==> src/wsl_pkg.sv <==
package wsl_pkg;

    localparam int PATTERN_MAX = 32;
    localparam int LEN_CAP     = (PATTERN_MAX < 32) ? PATTERN_MAX : 32;
    localparam int IDX_W       = (LEN_CAP > 1) ? $clog2(LEN_CAP) : 1;
    localparam int LEN_W       = 6;
    localparam int WORD_W      = 64;
    localparam int NUM_WORDS   = 4;
    localparam int CHAR_W      = 8;
    localparam int INDEX_W     = 32;
    localparam int CFG_INDEX_W = 3;
    localparam int OUT_DATA_W  = 40;

    localparam logic [CHAR_W-1:0] CHAR_WILDCARD = 8'h2E;
    localparam logic [CHAR_W-1:0] CHAR_NL       = 8'h0A;
    localparam logic [CHAR_W-1:0] CHAR_NUL      = 8'h00;

    typedef enum logic [CFG_INDEX_W-1:0] {
        CFG_PATTERN_LENGTH = 3'd0,
        CFG_PATTERN_WORD_0 = 3'd1,
        CFG_PATTERN_WORD_1 = 3'd2,
        CFG_PATTERN_WORD_2 = 3'd3,
        CFG_PATTERN_WORD_3 = 3'd4
    } cfg_index_t;

    typedef struct packed {
        logic advance;
        logic line_end;
    } cell_ctrl_t;

endpackage

==> src/wsl_cell.sv <==
module wsl_cell (
    input  logic                         clk,
    input  logic                         rst_n,
    input  wsl_pkg::cell_ctrl_t          ctrl,
    input  logic [wsl_pkg::CHAR_W-1:0]   text_char,
    input  logic [wsl_pkg::CHAR_W-1:0]   pattern_char,
    input  logic                         prev_hit,
    output logic                         hit_next,
    output logic                         hit
);
    import wsl_pkg::*;

    logic hit_reg;
    logic char_ok;

    assign char_ok  = (pattern_char == CHAR_WILDCARD) || (pattern_char == text_char);
    assign hit_next = prev_hit && char_ok;
    assign hit      = hit_reg;

    always_ff @(posedge clk or negedge rst_n)
    begin
        if (!rst_n)
        begin
            hit_reg <= 1'b0;
        end
        else if (ctrl.advance)
        begin
            hit_reg <= ctrl.line_end ? 1'b0 : hit_next;
        end
    end

endmodule

==> src/wildcard_substring_line_matcher.sv <==
// Wildcard substring line matcher.
// Text bytes enter on the s_ channel, one per transaction; 0x0A or 0x00 ends a
// line. Each line end yields one transaction on the m_ channel carrying the
// match flag and the 1-based line number; other bytes yield nothing.
// The pattern is set on the cfg_ channel (index 0 length, 1..4 pattern words);
// the user must set it only while the block is idle; the block does not check.
// A pattern byte 0x2E matches any character. Matching runs in a row of cells,
// one per pattern position, each holding whether the pattern prefix ending at
// it matched the newest text byte. Throughput: one byte per cycle unless
// stalled. A line result appears on m_ in the cycle after its terminating byte
// is accepted. When the receiver stalls, the pending result holds in the
// output register and s_tready stays low until that result is taken; a result
// accepted in the same cycle as a new byte keeps the input flowing.
// Reset clears the pattern, the cell row and the match flag, and sets the
// line number to 1. cfg_ready is always high.
module wildcard_substring_line_matcher (
    input  logic                                 clk,
    input  logic                                 rst_n,
    input  logic                                 s_tvalid,
    output logic                                 s_tready,
    input  logic [7:0]                           s_tdata,   // [7:0] text_byte
    output logic                                 m_tvalid,
    input  logic                                 m_tready,
    output logic [wsl_pkg::OUT_DATA_W-1:0]       m_tdata,   // [0] line_matched,
                                                            // [32:1] line_index
    input  logic                                 cfg_valid,
    output logic                                 cfg_ready,
    input  logic [wsl_pkg::CFG_INDEX_W-1:0]      cfg_index,
    input  logic [wsl_pkg::WORD_W-1:0]           cfg_data
);
    import wsl_pkg::*;

    logic [LEN_W-1:0]                  pattern_length_reg;
    logic [NUM_WORDS-1:0][WORD_W-1:0]  pattern_words_reg;
    logic                              found_reg;
    logic                              found_next;
    logic [INDEX_W-1:0]                line_counter_reg;
    logic [INDEX_W-1:0]                line_counter_next;
    logic                              out_valid_reg;
    logic                              out_matched_reg;
    logic [INDEX_W-1:0]                out_index_reg;

    logic                              accept;
    logic                              line_end;
    logic [LEN_W-1:0]                  eff_len;
    logic [IDX_W-1:0]                  tap_idx;
    logic                              window_hit;
    logic                              line_hit;
    cell_ctrl_t                        ctrl;
    logic [LEN_CAP-1:0]                hit_next_vec;
    logic [LEN_CAP-1:0]                hit_vec;
    logic [NUM_WORDS*WORD_W-1:0]       pattern_flat;

    assign cfg_ready = 1'b1;
    assign s_tready  = !out_valid_reg || m_tready;
    assign accept    = s_tvalid && s_tready;
    assign line_end  = (s_tdata == CHAR_NL) || (s_tdata == CHAR_NUL);
    assign ctrl.advance  = accept;
    assign ctrl.line_end = line_end;
    assign pattern_flat  = pattern_words_reg;

    assign eff_len = (pattern_length_reg > LEN_W'(LEN_CAP)) ? LEN_W'(LEN_CAP)
                                                            : pattern_length_reg;
    assign tap_idx = IDX_W'(eff_len - LEN_W'(1));

    genvar k;
    generate
        for (k = 0; k < LEN_CAP; k++)
        begin : g_cell
            wsl_cell u_cell (
                .clk          (clk),
                .rst_n        (rst_n),
                .ctrl         (ctrl),
                .text_char    (s_tdata),
                .pattern_char (pattern_flat[k*CHAR_W +: CHAR_W]),
                .prev_hit     ((k == 0) ? 1'b1 : hit_vec[(k == 0) ? 0 : k-1]),
                .hit_next     (hit_next_vec[k]),
                .hit          (hit_vec[k])
            );
        end
    endgenerate

    always_comb
    begin
        window_hit        = (eff_len != '0) && hit_next_vec[tap_idx];
        line_hit          = found_reg || (eff_len == '0);
        found_next        = line_end ? 1'b0 : (found_reg || window_hit);
        line_counter_next = (line_counter_reg == '1) ? INDEX_W'(1)
                                                     : line_counter_reg + INDEX_W'(1);
    end

    always_ff @(posedge clk or negedge rst_n)
    begin
        if (!rst_n)
        begin
            pattern_length_reg <= '0;
            pattern_words_reg  <= '0;
        end
        else if (cfg_valid)
        begin
            case (cfg_index_t'(cfg_index))
                CFG_PATTERN_LENGTH: pattern_length_reg   <= cfg_data[LEN_W-1:0];
                CFG_PATTERN_WORD_0: pattern_words_reg[0] <= cfg_data;
                CFG_PATTERN_WORD_1: pattern_words_reg[1] <= cfg_data;
                CFG_PATTERN_WORD_2: pattern_words_reg[2] <= cfg_data;
                CFG_PATTERN_WORD_3: pattern_words_reg[3] <= cfg_data;
                default: ;
            endcase
        end
    end

    always_ff @(posedge clk or negedge rst_n)
    begin
        if (!rst_n)
        begin
            found_reg        <= 1'b0;
            line_counter_reg <= INDEX_W'(1);
            out_valid_reg    <= 1'b0;
        end
        else
        begin
            if (accept)
            begin
                found_reg <= found_next;
            end
            if (accept && line_end)
            begin
                line_counter_reg <= line_counter_next;
                out_valid_reg    <= 1'b1;
            end
            else if (m_tready)
            begin
                out_valid_reg <= 1'b0;
            end
        end
    end

    always_ff @(posedge clk)
    begin
        if (accept && line_end)
        begin
            out_matched_reg <= line_hit;
            out_index_reg   <= line_counter_reg;
        end
    end

    assign m_tvalid = out_valid_reg;
    assign m_tdata  = {(OUT_DATA_W - INDEX_W - 1)'(0), out_index_reg, out_matched_reg};

endmodule

==> config.mk <==
export PLATFORM = sky130hd
export DESIGN_NAME = wildcard_substring_line_matcher
export DESIGN_NICKNAME = d
export VERILOG_FILES = /design/src/wsl_pkg.sv /design/src/wsl_cell.sv /design/src/wildcard_substring_line_matcher.sv
export SDC_FILE = /design/constraint.sdc
export NUM_CORES = 1
export LEC_CHECK = 0
export BUFFER_PORTS_ARGS = -buffer_cell sky130_fd_sc_hd__buf_2
export CORE_ASPECT_RATIO = 0.9
export CORE_MARGIN = 2
export CORE_UTILIZATION = 30
export CTS_BUF_LIST = sky130_fd_sc_hd__clkbuf_16
export DETAILED_ROUTE_END_ITERATION = 8
export PLACE_DENSITY_LB_ADDON = 0.1
export SYNTH_ARGS = -nofsm -noshare
export SYNTH_HDL_FRONTEND = slang
export SYNTH_SLANG_ARGS = --single-unit
==> constraint.sdc <==
create_clock -name clk -period 2.7 [get_ports clk]
set_input_delay 0.54 -clock clk [delete_from_list [all_inputs] [get_ports clk]]
set_output_delay 0.54 -clock clk [all_outputs]
set_load 0.01 [all_outputs]
==> results.toml, run 1 <==
[worst_setup_path]
critPathBufInv = 1
crit_path_max_incr_delay_ns = 0.51
critPathLaunchType = "flip-flop"
path_cells = "or4b_1 > o22ai_1 > buf_4 > a41oi_1 > a222oi_1 > nand4b_1 > a211o_1 > a221oi_2"
path_delay_family = "compound AO/OA/AOI/OAI gates"
cp-end-kind = "flip-flop"
crit_slowest_cell = "or4b_1"
crit_path_max_fanout = 3
cp.depth = 8
r2r_slack_ns = 0.14
worstPathRequired_ns = 3.18
critical_path_class = "reg2reg"
critPathArrivalTime_ns = 3.03
ff2ff_path_depth = 8

[timing]
fmax_mhz = 391.4
setup_viol = 0
period_share_pct = 94.63
rsz0062_at_grt = "no"
whs_ns = 0.2494
drv_slew = 0
period_needed_ns = 2.555
hold_viol = 0
skew_ns = 0.02040

[final_layout]
areaGrowthSynthToFinish_pct = 20.89
multi_input_area_um2 = 8142
final_cell_mix = "326 x dfrtp_1, 263 x mux2_2, 220 x xnor2_1"
antennaDiodeCount = 0
layout_commonest_cell = "dfrtp_1"
fillers = 5704
seqCellArea_um2 = 9175
fin_area_um2 = 21500
fin_nets = 1705
largest_reg_flops = 256
finish.utilization_pct = 36.73
drive_gt1_share_pct = 35.57

[die]
die_x_um = 260.7
rows = 84
initial_core_util_pct = 30.39
die_h_um = 235.0
ios = 123
die-area_um2 = 61260
core_area_um2 = 58540

[yosys]
synth-edff-count = 33
synth.yosys.seq_area_share_pct = 51.58
yosysWarnings = 0
synthCells = 1416
synth_area_um2 = 17790
yosysTopAreaCellShare_pct = 45.86
synth_area_leader_cell = "dfrtp_1"
synthDistinctLibCells = 58
ys_ff_latch = 360
synthArstFlopShare_pct = 90.83
synth_top_flop_cell = "dfrtp_1"
yosys-top-cells-area = "dfrtp_1 46%, mux2_2 17%, xnor2_1 11%, edfxtp_1 5.6%, xor2_1 3.2%"
syn-mean-instance-area_um2 = 12.56

[worst_hold_path]
hold_path.class = "in2reg"
worstHoldPathCells = 2

[route]
drt_iter0_markers = 514
postRouteWirelength_um = 48350
drtAntennaViolNets = 0
first_pass_iters = 4
via_per_inst = 4.799
drc = 0
wl_per_cell_um = 19.90
dr_total_vias = 11660

[clocking]
cts_setup_buffers = 0
clockRootBuffer = "clkbuf_16"
clockBufferDepth = 3
cts_sinks = 360
path_clk_slew_ns = 0.05
cts_made_buffers = 44
cts_tree = "yes"
cts_htree_levels = 2
clk_latency_ns = 0.57

[global_routing]
overflow = 0
grt_pass1_vias = 12320
grt_start_max_net_pins = 65
grt_pass1_wl_um = 76890
track_usage_pct = 16.16
grt_antenna_before_repair = 0

[power_and_ir_drop]
power_density_nw_per_um2 = 733.6
p_leak_nw = 8.752
finalPower_mw = 15.78
peakVddDrop_mv = 0.4454

[place]
routabilityCongestion = 0.7448
dp_hpwl_um = 33450
placed_area_um2 = 20160
port_buffers = 114

[flow_run]
maxCapViolCount = 0

[run_status]
status = "finished, final reports clean"
[kinds of logic (layout without fill, tap and decap cells)]
kind of cell,after synthesis,in the layout,synth area share (%)
compound gates,87,87,3.053
xor+xnor,288,288,14.37
fa+ha+maj,3,3,0.2110
buf+inv,85,319,3.102
flops,360,360,51.58
mux,264,264,16.78
other cells,2,8,0.04222
simple gates,327,327,10.87
[cells in the mapped netlist, drive strengths merged (3+ instances only)]
master,count
and3,8
nand3,18
clkbuf,35
dfrtp,326
xnor2,223
xor2,65
or4b,25
o21ai,31
nor3,9
nor4,21
nand4b,33
ha,3
nand2b,9
o22ai,28
nand4,66
a22o,5
buf,43
a21oi,11
inv,7
nor2,39
mux2,263
nand2,84
nor2b,3
edfxtp,33
[final timing paths]
kind,startpoint,end
worst max-delay path,pattern_flat[39],found_reg
worst min-delay path,cfg_data[33],pattern_flat[161]
worst max register to register,pattern_flat[39],found_reg
worst min register to register,g_cell[30].u_cell.hit,g_cell[30].u_cell.hit
max in group asynchronous,rst_n,line_counter_reg[0]
min in group asynchronous,rst_n,pattern_flat[202]
[cell type report]
cell class,count,area share (%)
clock buffer,44,5.120
inverter,7,0.1396
timing repair buffer,232,8.693
multi-input combinational,977,37.86
tap,774,4.503
sequential,360,42.67
clock inverter,36,1.018
[routing by layer]
metal | part of all wire [%] | GRT usage (%) | routed length, um | vias to the layer above
met3 | 3.1 | 2.449 | 1502 | 74
met4 | 2.5 | 4.710 | 1200 | 0
met5 | 0 | 0 | 0 | -
met1 | 48 | 22.61 | 23170 | 5962
li1 | - | - | - | 5472
met2 | 46 | 25.76 | 22470 | 154
[where the power goes]
part | switching (mW) | internal, mW | leakage, nW | total, mW
Combinational | 1.25 | 1.78 | 3.63 | 3.03
Sequential | 0.865 | 6.35 | 4.41 | 7.22
Clock | 2.39 | 3.14 | 0.712 | 5.53
[stage by stage]
step	setup slack, ns	TNS [ns]	cells
after floorplan	0.04309	0	1422
after global placement	-0.2786	-3.591	2349
after detailed placement	-0.4032	-3.248	2349
after CTS	0.006550	0	2430
after global routing	0.008258	0	2430
final	0.1449	0	2430
[what timing repair did]
item	CTS	global route
hold buffers	1	0
resized for setup	0	3
endpoints found under the hold margin	38	0
setup endpoints to repair	0	1
Power figures use the tool's default switching activity.
==> run 2: changes to the inputs <==
--- a/config.mk
+++ b/config.mk
@@ -12,6 +12,7 @@
 export CTS_BUF_LIST = sky130_fd_sc_hd__clkbuf_16
 export DETAILED_ROUTE_END_ITERATION = 8
 export PLACE_DENSITY_LB_ADDON = 0.1
+export REMOVE_ABC_BUFFERS = 1
 export SYNTH_ARGS = -nofsm -noshare
 export SYNTH_HDL_FRONTEND = slang
 export SYNTH_SLANG_ARGS = --single-unit
==> constraint.sdc (replaced) <==
create_clock -name clk -period 2.7 [get_ports clk]
set_input_delay 0.54 -clock clk [delete_from_list [all_inputs] [get_ports clk]]
set_output_delay 0.54 -clock clk [all_outputs]
set_load 0.005 [all_outputs]
==> run 2 against run 1 <==
  * Utilization grew 0.10 points
  * Combinational power is essentially flat
  * Clock power grew 0.7%
  * Largest power group unchanged
  * Critical endpoint unchanged
  * Cell area grew 0.29%
==> results.toml, run 2 (synthesis results as in run 1) <==
[route]
drtAntennaViolNets = 0
drc = 0
first_pass_iters = 4
dr_total_vias = 11640
postRouteWirelength_um = 48250
drt_iter0_markers = 509
via_per_inst = 4.769
wl_per_cell_um = 19.77

[clocking]
clockBufferDepth = 3
cts_made_buffers = 43
cts_htree_levels = 2
clk_latency_ns = 0.57
cts_tree = "yes"
path_clk_slew_ns = 0.06
clockRootBuffer = "clkbuf_16"
cts_setup_buffers = 0
cts_sinks = 360

[place]
routabilityCongestion = 0.7722
placed_area_um2 = 20220
port_buffers = 114
dp_hpwl_um = 33710
place_ws_ns = -0.2039

[global_routing]
grt_start_max_net_pins = 73
track_usage_pct = 16.02
grt_pass1_wl_um = 75530
overflow = 0
grt_pass1_vias = 12200
grt_antenna_before_repair = 2

[timing]
whs_ns = 0.2629
setup_viol = 0
worstMarginPinSlew_ns = 0.7090
rsz0062_at_grt = "no"
fmax_mhz = 392.6
maxSlewHeadroom_pct = 52.74
skew_ns = 0.01337
setup_ws_ns = 0.1530
hold_viol = 0
period_share_pct = 94.33
period_needed_ns = 2.547
drv_slew = 0

[worst_setup_path]
path_cells = "or4b_2 > o22ai_1 > nand2_1 > a222oi_1 > nand4b_1 > a211o_1 > a221oi_1"
worstPathRequired_ns = 3.16
crit_path_max_incr_delay_ns = 0.67
crit_slowest_cell = "or4b_2"
cp-end-kind = "flip-flop"
critPathLaunchType = "flip-flop"
crit_path_max_fanout = 3
critPathArrivalTime_ns = 3.01
critical_path_class = "reg2reg"

[die]
die_h_um = 235.0
ios = 123
core_area_um2 = 58540
die_x_um = 260.7
initial_core_util_pct = 30.39
rows = 84
die-area_um2 = 61260

[power_and_ir_drop]
peakVddDrop_mv = 0.3880
power_density_nw_per_um2 = 732.4
p_leak_nw = 8.794

[final_layout]
seqCellArea_um2 = 9175
final_cell_mix = "326 x dfrtp_1, 263 x mux2_2, 220 x xnor2_1"
areaGrowthSynthToFinish_pct = 21.24
drive_gt1_share_pct = 35.53
fillers = 5702
finish.utilization_pct = 36.84
fin_area_um2 = 21570
largest_reg_flops = 256
multi_input_area_um2 = 8124
layout_commonest_cell = "dfrtp_1"
fin_nets = 1717

[run_status]
status = "finished, final reports clean"

[worst_hold_path]
hold_path.class = "in2reg"

[flow_run]
maxCapViolCount = 0
[run 2: through the flow]
| stage | total power, mW | instances | TNS (ns) |
|---|---|---|---|
| 6_report | 15.80 | 2441 | 0 |
| 5_1_grt | 16.70 | 2441 | 0 |
| 4_1_cts | 16.09 | 2440 | 0 |
| 3_5_place_dp | 10.36 | 2362 | -2.673 |
| 3_3_place_gp | 10.32 | 2362 | -2.150 |
| 2_1_floorplan | 9.174 | 1344 | -869.99 |
[run 2: routing by layer]
metal  wire length (um)  vias to the layer above  track usage, %
li1                   -                     5497               -
met1              23310                     5894           22.48
met2              22410                      181           25.64
met3               1527                       68           2.362
met4                996                        2           4.416
met5                  8                        -               0
[run 2: layout make-up]
type	count	share of cell area [%]
Multi-Input combinational cell	977	37.67
Inverter	7	0.1218
Antenna cell	1	0.01160
Timing Repair Buffer	245	9.004
Clock inverter	32	0.9341
Clock buffer	45	5.222
Tap cell	774	4.491
Sequential cell	360	42.54
[run 2: final timing paths]
kind	slack, ns	cells past startpoint	start	endpoint
worst max-delay path	0.15	7	pattern_flat[124]	found_reg
worst min-delay path	0.26	2	cfg_data[27]	pattern_flat[155]
worst max register to register	0.15	7	pattern_flat[124]	found_reg
worst min register to register	0.48	2	g_cell[6].u_cell.hit	g_cell[6].u_cell.hit
max in group asynchronous	1.38	3	rst_n	line_counter_reg[0]
min in group asynchronous	0.58	2	rst_n	pattern_flat[77]
[run 2: critical path, delay by kind of cell, from the launching register on]
family | cells | cell delay [ns]
and+or+nand+nor | 3 | 0.95
AOI/OAI and AO/OA | 4 | 1.10
DFF | 1 | 0.39
[run 2: repair_timing]
action | in CTS | in global routing
gates resized for setup | 0 | 2
setup endpoints to repair | 0 | 5
hold buffers | 1 | 0
hold endpoints to repair | 3 | 0
[run 2: power breakdown]
part	internal, mW	switching (mW)	total, mW
Clock	3.26	2.30	5.57
Sequential	6.35	0.868	7.22
Combinational	1.78	1.23	3.01
==> run 3: changes to the inputs <==
==> constraint.sdc (replaced) <==
create_clock -name clk -period 2.2 [get_ports clk]
set_input_delay 0.44 -clock clk [delete_from_list [all_inputs] [get_ports clk]]
set_output_delay 0.44 -clock clk [all_outputs]
set_load 0.005 [all_outputs]
==> run 3 against run 2 <==
  * Maximum frequency increased by 6.2%
  * Non-clock buffer count is 144 higher
  * Critical path depth is 1 higher
  * The flow now finishes with violations (negative setup slack)
==> results.toml, run 3 (synthesis results as in run 1) <==
[power_and_ir_drop]
switching_share_pct = 28.30
peakVddDrop_mv = 0.4864
p_int_mw = 14.37
finalPower_mw = 20.04
power_density_nw_per_um2 = 875.2
pwr-share-comb_pct = 24.0
p_leak_nw = 9.519
pwr-share-clk_pct = 32.8
netSwitchingPower_mw = 5.672
seq_power_share_pct = 43.2

[die]
die-area_um2 = 61260
rows = 84
initial_core_util_pct = 30.39
die_x_um = 260.7
core_area_um2 = 58540
die_h_um = 235.0
ios = 123

[worst_hold_path]
hold_path.class = "in2reg"
hp-start = "cfg_data[8]"

[final_layout]
layout_commonest_cell = "dfrtp_1"
finish.utilization_pct = 39.11
fin_nets = 1862
largest_reg_flops = 256
final_cell_mix = "326 x dfrtp_1, 262 x mux2_2, 235 x buf_4"
drive_gt1_share_pct = 43.32
areaGrowthSynthToFinish_pct = 28.73
antennaDiodeCount = 0
fillers = 5648

[timing]
maxSlewHeadroom_pct = 61.24
fmax_mhz = 417.1
rsz0062_at_grt = "yes"
setup_viol = 19
worstMarginPinSlew_ns = 0.5814
hold_viol = 0
period_needed_ns = 2.397
tns_ns = -2.656
setup_ws_ns = -0.1974
period_share_pct = 109.0
drv_slew = 0
skew_ns = 0.01254

[place]
port_buffers = 114
dp_hpwl_um = 34350
routabilityCongestion = 0.8048

[global_routing]
grt_pass1_wl_um = 77790
track_usage_pct = 16.35
overflow = 0
grt_pass1_vias = 12750
grt_start_max_net_pins = 65
grt_antenna_before_repair = 1

[route]
via_per_inst = 4.675
drtAntennaViolNets = 0
drc = 0
first_pass_iters = 4
postRouteWirelength_um = 48990
wl_per_cell_um = 18.94
dr_total_vias = 12090
drt_iter0_markers = 609

[clocking]
clk_latency_ns = 0.57
cts_tree = "yes"
clockBufferDepth = 3
path_clk_slew_ns = 0.06
cts_sinks = 360
cts_made_buffers = 44
clockRootBuffer = "clkbuf_16"
cts_htree_levels = 2

[run_status]
failed_checks = "negative setup slack"
status = "finished with violations"

[worst_setup_path]
cp-end-kind = "flip-flop"
critPathLaunchType = "flip-flop"
timing.rr.start = "pattern_flat[212]"
startpoint = "pattern_flat[212]"
critical_path_class = "reg2reg"
crit_path_max_fanout = 2
worstPathRequired_ns = 2.68
critPathArrivalTime_ns = 2.88

[flow_run]
maxCapViolCount = 0
## run 3: cell types whose count changed in the layout (fill, tap and decap cells not counted), moves of 3 or more
cell / delta
buf_4: +135
nor2_2: +11
or4b_4: +4
clkinv_2: +8
nor2_1: -15
clkinv_1: -5
nor2_4: +4
bufinv_16: -3
buf_6: +6
ha_4: +3
o22ai_2: +6
o22ai_1: -8
## run 3: timing repair
action,CTS,global route
pin swaps,23,18
endpoints found under the setup margin,21,21
hold buffers,1,0
hold endpoints to repair,43,0
gates cloned,0,0
setup buffers,1,5
gates resized for setup,35,31
## run 3: critical path, cell delays in order (launching register included)
cell	delay (ns)
dfrtp_1	0.38
or4b_2	0.71
o22ai_2	0.17
buf_4	0.15
nand2_1	0.07
mux2_2	0.26
a32oi_1	0.22
nand4_1	0.14
a221oi_2	0.22
## run 3: final cells by class
type	count	area, um^2	area share (%)
Clock buffer	45	1126	4.918
Multi-Input combinational cell	977	8374	36.57
Tap cell	774	968.4	4.229
Clock inverter	34	150.1	0.6557
Timing Repair Buffer	389	3078	13.44
Sequential cell	360	9175	40.07
Inverter	7	26.28	0.1147
## run 3: path summary, 6_finish.rpt
check | to | cells after the start | slack, ns
worst max register to register | found_reg | 8 | -0.20
min in group asynchronous | pattern_flat[76] | 2 | 0.42
worst max-delay path | found_reg | 8 | -0.20
worst min register to register | g_cell[13].u_cell.hit | 2 | 0.49
max in group asynchronous | pattern_flat[63] | 3 | 1.06
worst min-delay path | pattern_flat[72] | 2 | 0.17
## run 3: through the flow
stage,cell area (um^2),hold slack [ns],cells,worst slack (ns)
after global placement,21280,0.4468,2500,-0.7100
after global routing,22900,0.1515,2586,-0.3051
final,22900,0.1723,2586,-0.1974
after floorplan,17290,0.1444,1344,-5.298
after CTS,22750,0.1350,2581,-0.2124
after detailed placement,21280,0.4400,2500,-0.7243
## run 3: power by group through the flow
stage | clock (mW) | sequential, mW | combinational (mW)
2_1_floorplan | 0 | 8.64 | 2.62
3_3_place_gp | 0 | 8.75 | 4.67
3_5_place_dp | 0 | 8.75 | 4.70
4_1_cts | 6.84 | 8.66 | 4.80
5_1_grt | 7.12 | 8.81 | 5.28
6_report | 6.58 | 8.65 | 4.81
## run 3: metal layers
| metal | wire, um | vias up | share of wire [%] | GRT usage, % |
|---|---|---|---|---|
| li1 | - | 5784 | - | - |
| met1 | 23450 | 6057 | 48 | 23.05 |
| met2 | 22670 | 173 | 46 | 26.02 |
| met3 | 1786 | 74 | 3.6 | 2.492 |
| met4 | 1071 | 2 | 2.2 | 4.398 |
| met5 | 10 | - | 0.020 | 0 |
